$ cat src/hdl/lcd4_pkg.sv
// ----------------------------------------------------------------------------
// lcd4_pkg
// Types, codes and constants shared by the 4-bit character LCD sequencer.
// ----------------------------------------------------------------------------
package lcd4_pkg;

    // operation codes of the input item
    typedef enum logic [3:0] {
        OP_INIT     = 4'd0,
        OP_CLEAR    = 4'd1,
        OP_HOME     = 4'd2,
        OP_ENTRY    = 4'd3,
        OP_DISPLAY  = 4'd4,
        OP_SHIFT    = 4'd5,
        OP_FUNCTION = 4'd6,
        OP_ADDRESS  = 4'd7,
        OP_CHAR     = 4'd8,
        OP_RAW      = 4'd9
    } t_opcode;

    // configuration register indexes
    localparam logic [1:0] CFG_STROBE = 2'd0;
    localparam logic [1:0] CFG_BYTE   = 2'd1;
    localparam logic [1:0] CFG_CHAR   = 2'd2;
    localparam logic [1:0] CFG_INIT   = 2'd3;

    // configuration reset values
    localparam logic [7:0] STROBE_RST = 8'd1;
    localparam logic [7:0] BYTE_RST   = 8'd10;
    localparam logic [7:0] CHAR_RST   = 8'd2;
    localparam logic [7:0] INIT_RST   = 8'd20;

    // command bytes
    localparam logic [7:0] CMD_CLEAR    = 8'b0000_0001;
    localparam logic [7:0] CMD_HOME     = 8'b0000_0010;
    localparam logic [7:0] CMD_ENTRY    = 8'b0000_0100;
    localparam logic [7:0] CMD_DISPLAY  = 8'b0000_1000;
    localparam logic [7:0] CMD_SHIFT    = 8'b0001_0000;
    localparam logic [7:0] CMD_FUNCTION = 8'b0010_0000;
    localparam logic [7:0] CMD_ADDRESS  = 8'b1000_0000;
    localparam logic [6:0] ADDR_MASK    = 7'b111_1111;
    localparam logic [6:0] ROW1_OFFSET  = 7'd40;

    // init sequence: four single nibbles then five bytes
    localparam logic [3:0] INIT_LAST_NIB = 4'd13;

    // extra wait added to the final phase of a nibble
    typedef enum logic [2:0] {
        GAP_NONE      = 3'd0,
        GAP_INIT      = 3'd1,
        GAP_BYTE      = 3'd2,
        GAP_BYTE_INIT = 3'd3,
        GAP_BYTE_CHAR = 3'd4
    } t_gap;

    // one queued operation after decode
    typedef struct packed {
        logic       is_init;
        logic [7:0] value;
        logic       rs;
        logic       add_char;
    } t_job;

    // what one nibble sends and waits
    typedef struct packed {
        logic [3:0] nib;
        t_gap       gap;
    } t_nib_plan;

    // configuration write port
    typedef struct packed {
        logic       we;
        logic [1:0] idx;
        logic [7:0] data;
    } t_cfg_wr;

    // nibble plan of the power-up init sequence
    function automatic t_nib_plan init_plan(input logic [3:0] idx);
        t_nib_plan p;
        case (idx)
            4'd0, 4'd1, 4'd2: p = '{nib: 4'h3, gap: GAP_INIT};
            4'd3:             p = '{nib: 4'h2, gap: GAP_NONE};
            4'd4:             p = '{nib: 4'h2, gap: GAP_BYTE};
            4'd5:             p = '{nib: 4'h8, gap: GAP_BYTE_INIT};
            4'd6:             p = '{nib: 4'h0, gap: GAP_BYTE};
            4'd7:             p = '{nib: 4'h8, gap: GAP_BYTE_INIT};
            4'd8:             p = '{nib: 4'h0, gap: GAP_BYTE};
            4'd9:             p = '{nib: 4'h1, gap: GAP_BYTE_INIT};
            4'd10:            p = '{nib: 4'h0, gap: GAP_BYTE};
            4'd11:            p = '{nib: 4'h6, gap: GAP_BYTE_INIT};
            4'd12:            p = '{nib: 4'h0, gap: GAP_BYTE};
            4'd13:            p = '{nib: 4'hF, gap: GAP_BYTE_INIT};
            default:          p = '{nib: 4'h0, gap: GAP_NONE};
        endcase
        return p;
    endfunction

endpackage

$ cat src/hdl/lcd4_op_if.sv
// ----------------------------------------------------------------------------
// lcd4_op_if
// Operation channel: valid, ready and the fields of one operation.
// ----------------------------------------------------------------------------
interface lcd4_op_if;
    logic       valid;
    logic       ready;
    logic [3:0] opcode;
    logic       flag_a;
    logic       flag_b;
    logic       flag_c;
    logic [6:0] address;
    logic       row;
    logic [7:0] byte_value;
    logic       reg_select;

    modport source (
        output valid, opcode, flag_a, flag_b, flag_c, address, row, byte_value,
               reg_select,
        input  ready
    );
    modport sink (
        input  valid, opcode, flag_a, flag_b, flag_c, address, row, byte_value,
               reg_select,
        output ready
    );
endinterface

$ cat src/hdl/lcd4_step_if.sv
// ----------------------------------------------------------------------------
// lcd4_step_if
// Step channel: valid, ready and one timed pin state of the LCD bus.
// ----------------------------------------------------------------------------
interface lcd4_step_if;
    logic       valid;
    logic       ready;
    logic       rs_level;
    logic [3:0] data_nibble;
    logic       enable_level;
    logic [9:0] hold_ms;
    logic       last_step;

    modport source (
        output valid, rs_level, data_nibble, enable_level, hold_ms, last_step,
        input  ready
    );
    modport sink (
        input  valid, rs_level, data_nibble, enable_level, hold_ms, last_step,
        output ready
    );
endinterface

$ cat src/hdl/char_lcd_4bit_interface_sequencer_core.sv
// Path: an operation is written into the queue, popped by the idle sequencer,
// and its first pin step is registered at the output. Throughput: one step per
// cycle while the step sink is not stalling; a byte operation is one load plus 6
// steps, init one load plus 42 steps. Unknown opcodes are taken, make no step.
// Reset: delay registers return to 1/10/2/20 ms, queue and sequencer empty.
// ----------------------------------------------------------------------------
// char_lcd_4bit_interface_sequencer_core
// 4-bit character LCD sequencer: operations in, timed pin steps out.
// ----------------------------------------------------------------------------
module char_lcd_4bit_interface_sequencer_core
    import lcd4_pkg::*;
#(
    parameter int QUEUE_DEPTH = 2
)
(
    input  logic        i_clk,
    input  logic        i_rst_n,
    input  logic        i_cfg_we,
    input  logic [1:0]  i_cfg_idx,
    input  logic [7:0]  i_cfg_data,
    lcd4_op_if.sink     i_op,
    lcd4_step_if.source o_step
);

    t_cfg_wr cfg;
    logic    q_push;
    t_job    q_in_job;
    logic    q_full;
    logic    q_valid;
    t_job    q_out_job;
    logic    q_pop;

    assign cfg = '{we: i_cfg_we, idx: i_cfg_idx, data: i_cfg_data};

    // decode and classify
    lcd4_front u_front (
        .i_op   (i_op),
        .i_full (q_full),
        .o_push (q_push),
        .o_job  (q_in_job)
    );

    // decoupling queue
    lcd4_queue #(
        .DEPTH (QUEUE_DEPTH)
    ) u_queue (
        .i_clk   (i_clk),
        .i_rst_n (i_rst_n),
        .i_push  (q_push),
        .i_job   (q_in_job),
        .o_full  (q_full),
        .o_valid (q_valid),
        .o_job   (q_out_job),
        .i_pop   (q_pop)
    );

    // step sequencer
    lcd4_back u_back (
        .i_clk       (i_clk),
        .i_rst_n     (i_rst_n),
        .i_cfg       (cfg),
        .i_job_valid (q_valid),
        .i_job       (q_out_job),
        .o_job_pop   (q_pop),
        .o_step      (o_step)
    );

endmodule

$ cat src/hdl/lcd4_front.sv
// ----------------------------------------------------------------------------
// lcd4_front
// Accepts operations, builds the command byte and drops unknown opcodes.
// ----------------------------------------------------------------------------
module lcd4_front
    import lcd4_pkg::*;
(
    lcd4_op_if.sink i_op,
    input  logic    i_full,
    output logic    o_push,
    output t_job    o_job
);

    logic [6:0] addr_sum;
    logic       known;

    // take a transfer whenever the queue has room
    assign i_op.ready = !i_full;

    // row 1 offset, wraps in 7 bits
    assign addr_sum = (i_op.address + (i_op.row ? ROW1_OFFSET : 7'd0)) & ADDR_MASK;

    // classify the operation
    always_comb begin
        known          = 1'b1;
        o_job.is_init  = 1'b0;
        o_job.value    = 8'd0;
        o_job.rs       = 1'b0;
        o_job.add_char = 1'b0;
        case (t_opcode'(i_op.opcode))
            OP_INIT: begin
                o_job.is_init = 1'b1;
            end
            OP_CLEAR:    o_job.value = CMD_CLEAR;
            OP_HOME:     o_job.value = CMD_HOME;
            OP_ENTRY:    o_job.value = CMD_ENTRY | {6'd0, i_op.flag_a, i_op.flag_b};
            OP_DISPLAY: begin
                o_job.value = CMD_DISPLAY | {5'd0, i_op.flag_a, i_op.flag_b, i_op.flag_c};
            end
            OP_SHIFT: begin
                o_job.value = CMD_SHIFT | {4'd0, i_op.flag_a, i_op.flag_b, 2'd0};
            end
            OP_FUNCTION: begin
                o_job.value = CMD_FUNCTION |
                              {3'd0, i_op.flag_a, i_op.flag_b, i_op.flag_c, 2'd0};
            end
            OP_ADDRESS:  o_job.value = CMD_ADDRESS | {1'b0, addr_sum};
            OP_CHAR: begin
                o_job.value    = i_op.byte_value;
                o_job.rs       = 1'b1;
                o_job.add_char = 1'b1;
            end
            OP_RAW: begin
                o_job.value = i_op.byte_value;
                o_job.rs    = i_op.reg_select;
            end
            default: known = 1'b0;
        endcase
    end

    assign o_push = i_op.valid && !i_full && known;

endmodule

$ cat src/hdl/lcd4_queue.sv
// ----------------------------------------------------------------------------
// lcd4_queue
// Small FIFO of decoded operations between the front and the back.
// ----------------------------------------------------------------------------
module lcd4_queue
    import lcd4_pkg::*;
#(
    parameter int DEPTH = 2
)
(
    input  logic i_clk,
    input  logic i_rst_n,
    input  logic i_push,
    input  t_job i_job,
    output logic o_full,
    output logic o_valid,
    output t_job o_job,
    input  logic i_pop
);

    localparam int PW = (DEPTH > 1) ? $clog2(DEPTH) : 1;
    localparam int CW = $clog2(DEPTH + 1);

    t_job            r_mem [DEPTH];
    logic [PW-1:0]   r_wr;
    logic [PW-1:0]   r_rd;
    logic [CW-1:0]   r_count;
    logic            do_pop;

    assign o_full  = (r_count == CW'(DEPTH));
    assign o_valid = (r_count != '0);
    assign o_job   = r_mem[r_rd];
    assign do_pop  = i_pop && o_valid;

    // storage
    always_ff @(posedge i_clk) begin
        if (i_push) begin
            r_mem[r_wr] <= i_job;
        end
    end

    // pointers and fill count
    always_ff @(posedge i_clk) begin
        if (!i_rst_n) begin
            r_wr    <= '0;
            r_rd    <= '0;
            r_count <= '0;
        end else begin
            if (i_push) begin
                r_wr <= (r_wr == PW'(DEPTH - 1)) ? '0 : r_wr + 1'b1;
            end
            if (do_pop) begin
                r_rd <= (r_rd == PW'(DEPTH - 1)) ? '0 : r_rd + 1'b1;
            end
            case ({i_push, do_pop})
                2'b10:   r_count <= r_count + 1'b1;
                2'b01:   r_count <= r_count - 1'b1;
                default: r_count <= r_count;
            endcase
        end
    end

    // no write into a full queue
    a_no_overflow: assert property (@(posedge i_clk) disable iff (!i_rst_n)
        o_full |-> !i_push)
        else $error("lcd4_queue: push while full");

endmodule

$ cat src/hdl/lcd4_back.sv
// ----------------------------------------------------------------------------
// lcd4_back
// Walks each queued operation nibble by nibble and phase by phase, one timed
// pin step per unstalled cycle to the output register; holds delay registers.
// ----------------------------------------------------------------------------
module lcd4_back
    import lcd4_pkg::*;
(
    input  logic         i_clk,
    input  logic         i_rst_n,
    input  t_cfg_wr      i_cfg,
    input  logic         i_job_valid,
    input  t_job         i_job,
    output logic         o_job_pop,
    lcd4_step_if.source  o_step
);

    typedef enum logic [1:0] {
        ST_IDLE = 2'b01,
        ST_RUN  = 2'b10
    } t_state;

    localparam logic [1:0] PH_SETUP = 2'd0;
    localparam logic [1:0] PH_HIGH  = 2'd1;
    localparam logic [1:0] PH_LOW   = 2'd2;

    t_state     r_state, n_state;
    t_job       r_job;
    logic [3:0] r_nib, n_nib;
    logic [1:0] r_phase, n_phase;

    logic [7:0] r_strobe, r_byte_gap, r_char_gap, r_init_gap;

    logic       r_out_valid;
    logic       r_out_rs;
    logic [3:0] r_out_nib;
    logic       r_out_en;
    logic [9:0] r_out_hold;
    logic       r_out_last;

    t_nib_plan  plan;
    logic [8:0] extra;
    logic [9:0] hold;
    logic       step_last;
    logic       emit;

    // delay registers
    always_ff @(posedge i_clk) begin
        if (!i_rst_n) begin
            r_strobe   <= STROBE_RST;
            r_byte_gap <= BYTE_RST;
            r_char_gap <= CHAR_RST;
            r_init_gap <= INIT_RST;
        end else if (i_cfg.we) begin
            case (i_cfg.idx)
                CFG_STROBE: r_strobe   <= i_cfg.data;
                CFG_BYTE:   r_byte_gap <= i_cfg.data;
                CFG_CHAR:   r_char_gap <= i_cfg.data;
                CFG_INIT:   r_init_gap <= i_cfg.data;
                default:    r_strobe   <= r_strobe;
            endcase
        end
    end

    // nibble to send and the wait after it
    always_comb begin
        if (r_job.is_init) begin
            plan = init_plan(r_nib);
        end else begin
            plan.nib = r_nib[0] ? r_job.value[3:0] : r_job.value[7:4];
            if (!r_nib[0]) begin
                plan.gap = GAP_BYTE;
            end else if (r_job.add_char) begin
                plan.gap = GAP_BYTE_CHAR;
            end else begin
                plan.gap = GAP_BYTE;
            end
        end
    end

    always_comb begin
        case (plan.gap)
            GAP_INIT:      extra = {1'b0, r_init_gap};
            GAP_BYTE:      extra = {1'b0, r_byte_gap};
            GAP_BYTE_INIT: extra = {1'b0, r_byte_gap} + {1'b0, r_init_gap};
            GAP_BYTE_CHAR: extra = {1'b0, r_byte_gap} + {1'b0, r_char_gap};
            default:       extra = 9'd0;
        endcase
    end

    assign hold      = {2'b00, r_strobe} + ((r_phase == PH_LOW) ? {1'b0, extra} : 10'd0);
    assign step_last = (r_phase == PH_LOW) &&
                       (r_job.is_init ? (r_nib == INIT_LAST_NIB) : r_nib[0]);
    assign emit      = (r_state == ST_RUN) && (!r_out_valid || o_step.ready);
    assign o_job_pop = (r_state == ST_IDLE) && i_job_valid;

    // sequencer next state
    always_comb begin
        n_state = r_state;
        n_nib   = r_nib;
        n_phase = r_phase;
        case (r_state)
            ST_IDLE: begin
                if (i_job_valid) begin
                    n_state = ST_RUN;
                    n_nib   = 4'd0;
                    n_phase = PH_SETUP;
                end
            end
            ST_RUN: begin
                if (emit) begin
                    if (step_last) begin
                        n_state = ST_IDLE;
                    end else if (r_phase == PH_LOW) begin
                        n_phase = PH_SETUP;
                        n_nib   = r_nib + 4'd1;
                    end else begin
                        n_phase = r_phase + 2'd1;
                    end
                end
            end
            default: n_state = ST_IDLE;
        endcase
    end

    always_ff @(posedge i_clk) begin
        if (!i_rst_n) begin
            r_state <= ST_IDLE;
            r_nib   <= 4'd0;
            r_phase <= PH_SETUP;
        end else begin
            r_state <= n_state;
            r_nib   <= n_nib;
            r_phase <= n_phase;
        end
    end

    always_ff @(posedge i_clk) begin
        if (o_job_pop) begin
            r_job <= i_job;
        end
    end

    // output register
    always_ff @(posedge i_clk) begin
        if (!i_rst_n) begin
            r_out_valid <= 1'b0;
        end else if (emit) begin
            r_out_valid <= 1'b1;
        end else if (o_step.ready) begin
            r_out_valid <= 1'b0;
        end
    end

    always_ff @(posedge i_clk) begin
        if (emit) begin
            r_out_rs   <= r_job.rs;
            r_out_nib  <= plan.nib;
            r_out_en   <= (r_phase == PH_HIGH);
            r_out_hold <= hold;
            r_out_last <= step_last;
        end
    end

    assign o_step.valid        = r_out_valid;
    assign o_step.rs_level     = r_out_rs;
    assign o_step.data_nibble  = r_out_nib;
    assign o_step.enable_level = r_out_en;
    assign o_step.hold_ms      = r_out_hold;
    assign o_step.last_step    = r_out_last;

    // a byte operation stays within its two nibbles
    a_byte_nibbles: assert property (@(posedge i_clk) disable iff (!i_rst_n)
        (r_state == ST_RUN && !r_job.is_init) |-> (r_nib <= 4'd1))
        else $error("lcd4_back: byte job beyond low nibble");

    // the final step ends the operation
    a_last_ends: assert property (@(posedge i_clk) disable iff (!i_rst_n)
        (emit && step_last) |=> (r_state == ST_IDLE))
        else $error("lcd4_back: still running after final step");

    // phase never leaves the three nibble phases
    a_phase_range: assert property (@(posedge i_clk) disable iff (!i_rst_n)
        (r_state == ST_RUN) |-> (r_phase != 2'd3))
        else $error("lcd4_back: bad nibble phase");

endmodule

$ cat src/flat_wrapper.sv
// flat-port wrapper written by rule: the top's interface ports become plain ports
module char_lcd_4bit_interface_sequencer_core_flat import lcd4_pkg::*;
#(
    parameter int QUEUE_DEPTH = 2
)
  (i_clk, i_rst_n, i_cfg_we, i_cfg_idx, i_cfg_data, i_op_valid, i_op_opcode, i_op_flag_a, i_op_flag_b, i_op_flag_c, i_op_address, i_op_row, i_op_byte_value, i_op_reg_select, i_op_ready, o_step_valid, o_step_rs_level, o_step_data_nibble, o_step_enable_level, o_step_hold_ms, o_step_last_step, o_step_ready);
  lcd4_op_if i_op_i ();
  lcd4_step_if o_step_i ();
  input  logic i_clk;
  input  logic i_rst_n;
  input  logic i_cfg_we;
  input  logic [1:0] i_cfg_idx;
  input  logic [7:0] i_cfg_data;
  input wire logic [$bits(i_op_i.valid)-1:0] i_op_valid;
  input wire logic [$bits(i_op_i.opcode)-1:0] i_op_opcode;
  input wire logic [$bits(i_op_i.flag_a)-1:0] i_op_flag_a;
  input wire logic [$bits(i_op_i.flag_b)-1:0] i_op_flag_b;
  input wire logic [$bits(i_op_i.flag_c)-1:0] i_op_flag_c;
  input wire logic [$bits(i_op_i.address)-1:0] i_op_address;
  input wire logic [$bits(i_op_i.row)-1:0] i_op_row;
  input wire logic [$bits(i_op_i.byte_value)-1:0] i_op_byte_value;
  input wire logic [$bits(i_op_i.reg_select)-1:0] i_op_reg_select;
  output wire logic [$bits(i_op_i.ready)-1:0] i_op_ready;
  output wire logic [$bits(o_step_i.valid)-1:0] o_step_valid;
  output wire logic [$bits(o_step_i.rs_level)-1:0] o_step_rs_level;
  output wire logic [$bits(o_step_i.data_nibble)-1:0] o_step_data_nibble;
  output wire logic [$bits(o_step_i.enable_level)-1:0] o_step_enable_level;
  output wire logic [$bits(o_step_i.hold_ms)-1:0] o_step_hold_ms;
  output wire logic [$bits(o_step_i.last_step)-1:0] o_step_last_step;
  input wire logic [$bits(o_step_i.ready)-1:0] o_step_ready;
  assign i_op_i.valid = i_op_valid;
  assign i_op_i.opcode = i_op_opcode;
  assign i_op_i.flag_a = i_op_flag_a;
  assign i_op_i.flag_b = i_op_flag_b;
  assign i_op_i.flag_c = i_op_flag_c;
  assign i_op_i.address = i_op_address;
  assign i_op_i.row = i_op_row;
  assign i_op_i.byte_value = i_op_byte_value;
  assign i_op_i.reg_select = i_op_reg_select;
  assign i_op_ready = i_op_i.ready;
  assign o_step_valid = o_step_i.valid;
  assign o_step_rs_level = o_step_i.rs_level;
  assign o_step_data_nibble = o_step_i.data_nibble;
  assign o_step_enable_level = o_step_i.enable_level;
  assign o_step_hold_ms = o_step_i.hold_ms;
  assign o_step_last_step = o_step_i.last_step;
  assign o_step_i.ready = o_step_ready;
  char_lcd_4bit_interface_sequencer_core #(.QUEUE_DEPTH(QUEUE_DEPTH)) u_core (.i_clk(i_clk), .i_rst_n(i_rst_n), .i_cfg_we(i_cfg_we), .i_cfg_idx(i_cfg_idx), .i_cfg_data(i_cfg_data), .i_op(i_op_i), .o_step(o_step_i));
endmodule
$ cat config.mk
export PLATFORM = sky130hd
export DESIGN_NAME = char_lcd_4bit_interface_sequencer_core_flat
export DESIGN_NICKNAME = d
export VERILOG_FILES = /design/src/hdl/lcd4_pkg.sv /design/src/hdl/lcd4_op_if.sv /design/src/hdl/lcd4_step_if.sv /design/src/hdl/char_lcd_4bit_interface_sequencer_core.sv /design/src/hdl/lcd4_front.sv /design/src/hdl/lcd4_queue.sv /design/src/hdl/lcd4_back.sv /design/src/flat_wrapper.sv
export SDC_FILE = /design/constraint.sdc
export NUM_CORES = 1
export LEC_CHECK = 0
export ABC_AREA = 0
export BUFFER_PORTS_ARGS = -buffer_cell sky130_fd_sc_hd__buf_4
export CAP_MARGIN = 40
export CORE_AREA = 4 4 150 109
export DETAILED_ROUTE_END_ITERATION = 12
export DIE_AREA = 0 0 154 113
export HOLD_SLACK_MARGIN = 0.08
export MAX_ROUTING_LAYER = met4
export PLACE_DENSITY = 0.61
export SLEW_MARGIN = 20
export SYNTH_ARGS = -nofsm -noshare
export SYNTH_HDL_FRONTEND = slang
export SYNTH_SLANG_ARGS = --single-unit
export TNS_END_PERCENT = 10
$ cat constraint.sdc
create_clock -name i_clk -period 9.7 [get_ports i_clk]
set_input_delay 0.485 -clock i_clk [delete_from_list [all_inputs] [get_ports i_clk]]
set_output_delay 0.485 -clock i_clk [all_outputs]
set_load 0.01 [all_outputs]
==> run_results.csv <==
group,metric,value,unit
run_status,status,"complete, no violations",
place,io_buffers,57,
synthesis,synth-seq-cells,101,
synthesis,yosysWarnings,0,
setup_path,r2r_slack,5.36,ns
power_and_ir_drop,p_leak,0.00237,uW
synthesis,ys_seq_area_share,49.1,%
grt,grt_max_degree,28,
finish,final_nets,626,
timing,drv_slew,0,
detailed_routing,first_pass_iters,5,
clocking,clk_latency,0.36,ns
timing,tns,0,ns
floorplanning,ios,58,
synthesis,synthSimpleGateAreaFrac,15.8,%
timing,finalClockSkew,0.00486,ns
detailed_routing,post_drt_wl_per_cell,14.8,um
clocking,cts_buffer_depth,2,
synthesis,ys.flop_type,"dfxtp_1",
clocking,htree_levels,3,
flow_run,cap_violations,0,
finish,n_antenna_cell,0,
synthesis,synthArstFlopShare,0,%
clocking,cts_tree,"done",
setup_path,worst_setup_path_start_kind,"flop",
finish,area_growth,18.8,%
timing,setup_viol,0,
timing,worst_slew_pin_slew,0.777,ns
synthesis,yosysUniqueCellTypes,66,
floorplanning,num_rows,38,
setup_path,worst_ep_arrival_time,4.44,ns
grt,grt_overflow_total,0,
clocking,postCtsSetupBuffers,0,
place,pre_cts_ws,5.40,ns
clocking,clkSlewWorstSetupHoldPaths,0.08,ns
place,place_congestion,0.881,
finish,final_layout_size_suffix_gt1_share,19.9,%
detailed_routing,num_vias,3806,
floorplanning,die_x,154,um
timing,max_freq,231,MHz
floorplanning,die_h,113,um
grt,grt_pass1_vias,3608,
detailed_routing,ant_nets,0,
clocking,cts_sinks,101,
clocking,cts_buffers,9,
synthesis,synthAdderAreaFrac,6.14,%
detailed_routing,drt_iter0_drc,307,
detailed_routing,vias_per_cell,4.96,
clocking,cts_root_buf,"clkbuf_16",
setup_path,critical_path_class,"flop to flop",
synthesis,syn-num-nets,574,
finish,nFillCells,1459,
setup_path,cp_cell_sequence,"nor2b_2 -> nand2_2 -> mux2_2 -> ha_1 -> inv_1 -> fa_1 -> nor2b_1 -> o21ai_0 -> nor2b_1 -> xnor2_1 -> a222oi_1 -> nor2_1 -> ha_1 -> nand2_1 -> o21ai_0 -> o41ai_1 -> xnor2_1",
setup_path,crit_path_max_fanout,14,
synthesis,synth_compound_area_share,14.7,%
timing,final-hold-violation-count,0,
synthesis,synth_mux_area_share,7.41,%
setup_path,slowest_delay,0.66,ns
floorplanning,dieArea,0.0174,mm2
grt,grt_use_total,13.8,%
power_and_ir_drop,powerDensity,198,mW/mm2
floorplanning,core-area,0.0151,mm2
floorplanning,initial_core_util,34.1,%
detailed_routing,drc,0,
timing,fin_crit,4.34,ns
detailed_routing,drt-total-wl,11.4,mm
synthesis,synth_xor_area_share,3.58,%
timing,rsz0062_at_grt,"false",
timing,min_period_over_period,44.7,%
synthesis,syn_area,0.00513,mm2
synthesis,synth_top_family_by_area,"simple AND/OR/NAND/NOR gates",
timing,setup_ws,5.36,ns
place,hpwl,8.67,mm
power_and_ir_drop,peakVddDrop,0.0000924,V
timing,maxSlewHeadroom,47.8,%
synthesis,syn_inst,511,
min_path,holdCritPathClass,"primary input to flop",
clocking,cts_hold_buf,0,
grt,grt_pass1_wl,18.6,mm
setup_path,required,9.80,ns
synthesis,avgSynthCellArea,10.0,um2
clocking,cts_resized,0,
setup_path,cp_slowest_cell,"dfxtp_1",
grt,antenna_found_initial,0,
synthesis,synth_edf_count,50,
setup_path,end_kind,"flop",
cells in the mapped netlist, drive strengths merged (3+ instances only):
cell    instances  share of area [%]
mux2           21                4.7
dfxtp          51                 20
nand2b         11                1.3
nand2          74                5.6
a21oi          40                4.0
o21ai          23                2.3
clkbuf         13               0.97
a211oi          3               0.44
nor3            8               0.88
xor2            7                1.2
o211ai          3               0.44
or2             3               0.37
nor2b          10                1.3
a21o            5               0.73
xnor2          14                2.4
o22ai           4               0.49
mux2i          14                2.7
a222oi          5               0.98
a31oi           7               0.85
a22oi           6               0.88
buf             7               0.61
nor4            6               0.97
nor2           39                2.9
or3             4               0.49
nand3           9               0.88
ha             22                5.4
inv            20                1.5
edfxtp         50                 29
sequential cells by signal, indices dropped and copies added (netlist names), named ones only:
register                           count
u_core.u_back.o_step.valid             1
u_core.u_back.r_init_gap               8
u_core.u_back.o_step.hold_ms          10
u_core.u_back.r_job                   11
u_core.u_back.o_step.enable_level      1
u_core.u_back.o_step.last_step         1
u_core.u_queue.r_rd                    1
u_core.u_back.r_strobe                 8
u_core.u_back.r_nib                    4
u_core.u_queue.r_count                 2
u_core.u_back.o_step.data_nibble       4
u_core.u_back.o_step.rs_level          1
u_core.u_queue.r_mem                  22
u_core.u_back.r_state                  2
u_core.u_back.r_char_gap               8
u_core.u_queue.r_wr                    1
u_core.u_back.r_phase                  2
u_core.u_back.r_byte_gap               8
per-layer routing:
| metal | track usage (%) | wire length, um |
|---|---|---|
| met5 | - | 0 |
| met4 | 3.65 | 153 |
| met3 | 3.98 | 798 |
| met2 | 19.0 | 4650 |
| met1 | 19.9 | 5790 |
power by group:
part	leakage, uW	switching (uW)	internal (uW)	total [uW]
Sequential	0.000886	40.5	517	557
Clock	0.000154	181	186	368
Combinational	0.00133	164	118	283
critical path, delay by kind of cell, from the launching register on:
kind	cells	cell delay, ns
simple gates	6	1.05
compound gates	4	0.92
fa+ha+maj	3	0.90
flops	1	0.66
mux	1	0.28
xor+xnor	2	0.22
buf+inv	1	0.05
path summary, 6_finish.rpt:
check                                                                 end  cells past startpoint                                start
worst max-delay path            u_core.u_back.o_step.hold_ms[7]$_DFFE_PP_                     17  u_core.u_back.r_nib[0]$_SDFFE_PN0P_
worst min-delay path             u_core.u_back.r_init_gap[2]$_SDFFE_PN1P_                      3                        i_cfg_data[2]
worst max register to register  u_core.u_back.o_step.hold_ms[7]$_DFFE_PP_                     17  u_core.u_back.r_nib[0]$_SDFFE_PN0P_
worst min register to register    u_core.u_back.o_step.rs_level$_DFFE_PP_                      0     u_core.u_back.r_job[1]$_DFFE_PP_
layout make-up:
| cell class | count | area [um2] | share of cell area [%] |
|---|---|---|---|
| clock inverters | 7 | 93.8 | 1.54 |
| repair buffers | 61 | 478 | 7.84 |
| flip-flops and latches | 101 | 2520 | 41.4 |
| multi-input cells | 368 | 2440 | 40.1 |
| well taps | 200 | 250 | 4.10 |
| clock buffers | 9 | 225 | 3.69 |
| inverters | 22 | 83.8 | 1.37 |
logic make-up after synthesis:
| kind of cell | after synthesis |
|---|---|
| simple gates | 173 |
| compound gates | 115 |
| flops | 101 |
| buf+inv | 42 |
| mux | 35 |
| fa+ha+maj | 24 |
| xor+xnor | 21 |
through the flow:
stage                     util (%)  hold slack, ns  cell area, um2  total power [uW]  cells
after floorplan                  -           0.400            5130               766    511
after detailed placement      38.3           0.410            5780               850    752
after CTS                     40.5           0.354            6100              1220    768
after global routing          40.5           0.368            6100              1270    768
after global placement        38.1           0.403            5740               842    749
final                         40.5           0.368            6100              1210    768
layout by cell type, fill, tap and decap left out, types with 3 or more instances in the layout:
cell / count
xor2_1: 7
nor2_1: 39
clkinv_8: 4
nor4_1: 4
o21ai_1: 7
mux2_2: 20
nand3_1: 9
a211oi_1: 3
buf_4: 60
a21o_1: 5
clkbuf_16: 9
or3_1: 4
nand2_1: 71
o22ai_1: 4
nand2b_1: 11
nor3_1: 7
xnor2_1: 14
o211ai_1: 3
nor2b_1: 9
nand2_2: 3
dfxtp_1: 51
a21oi_1: 39
o21ai_0: 15
edfxtp_1: 50
a222oi_1: 5
a31oi_1: 7
a22oi_1: 6
inv_1: 19
mux2i_1: 14
ha_1: 22
No activity file was read; power rests on OpenSTA's default activity.
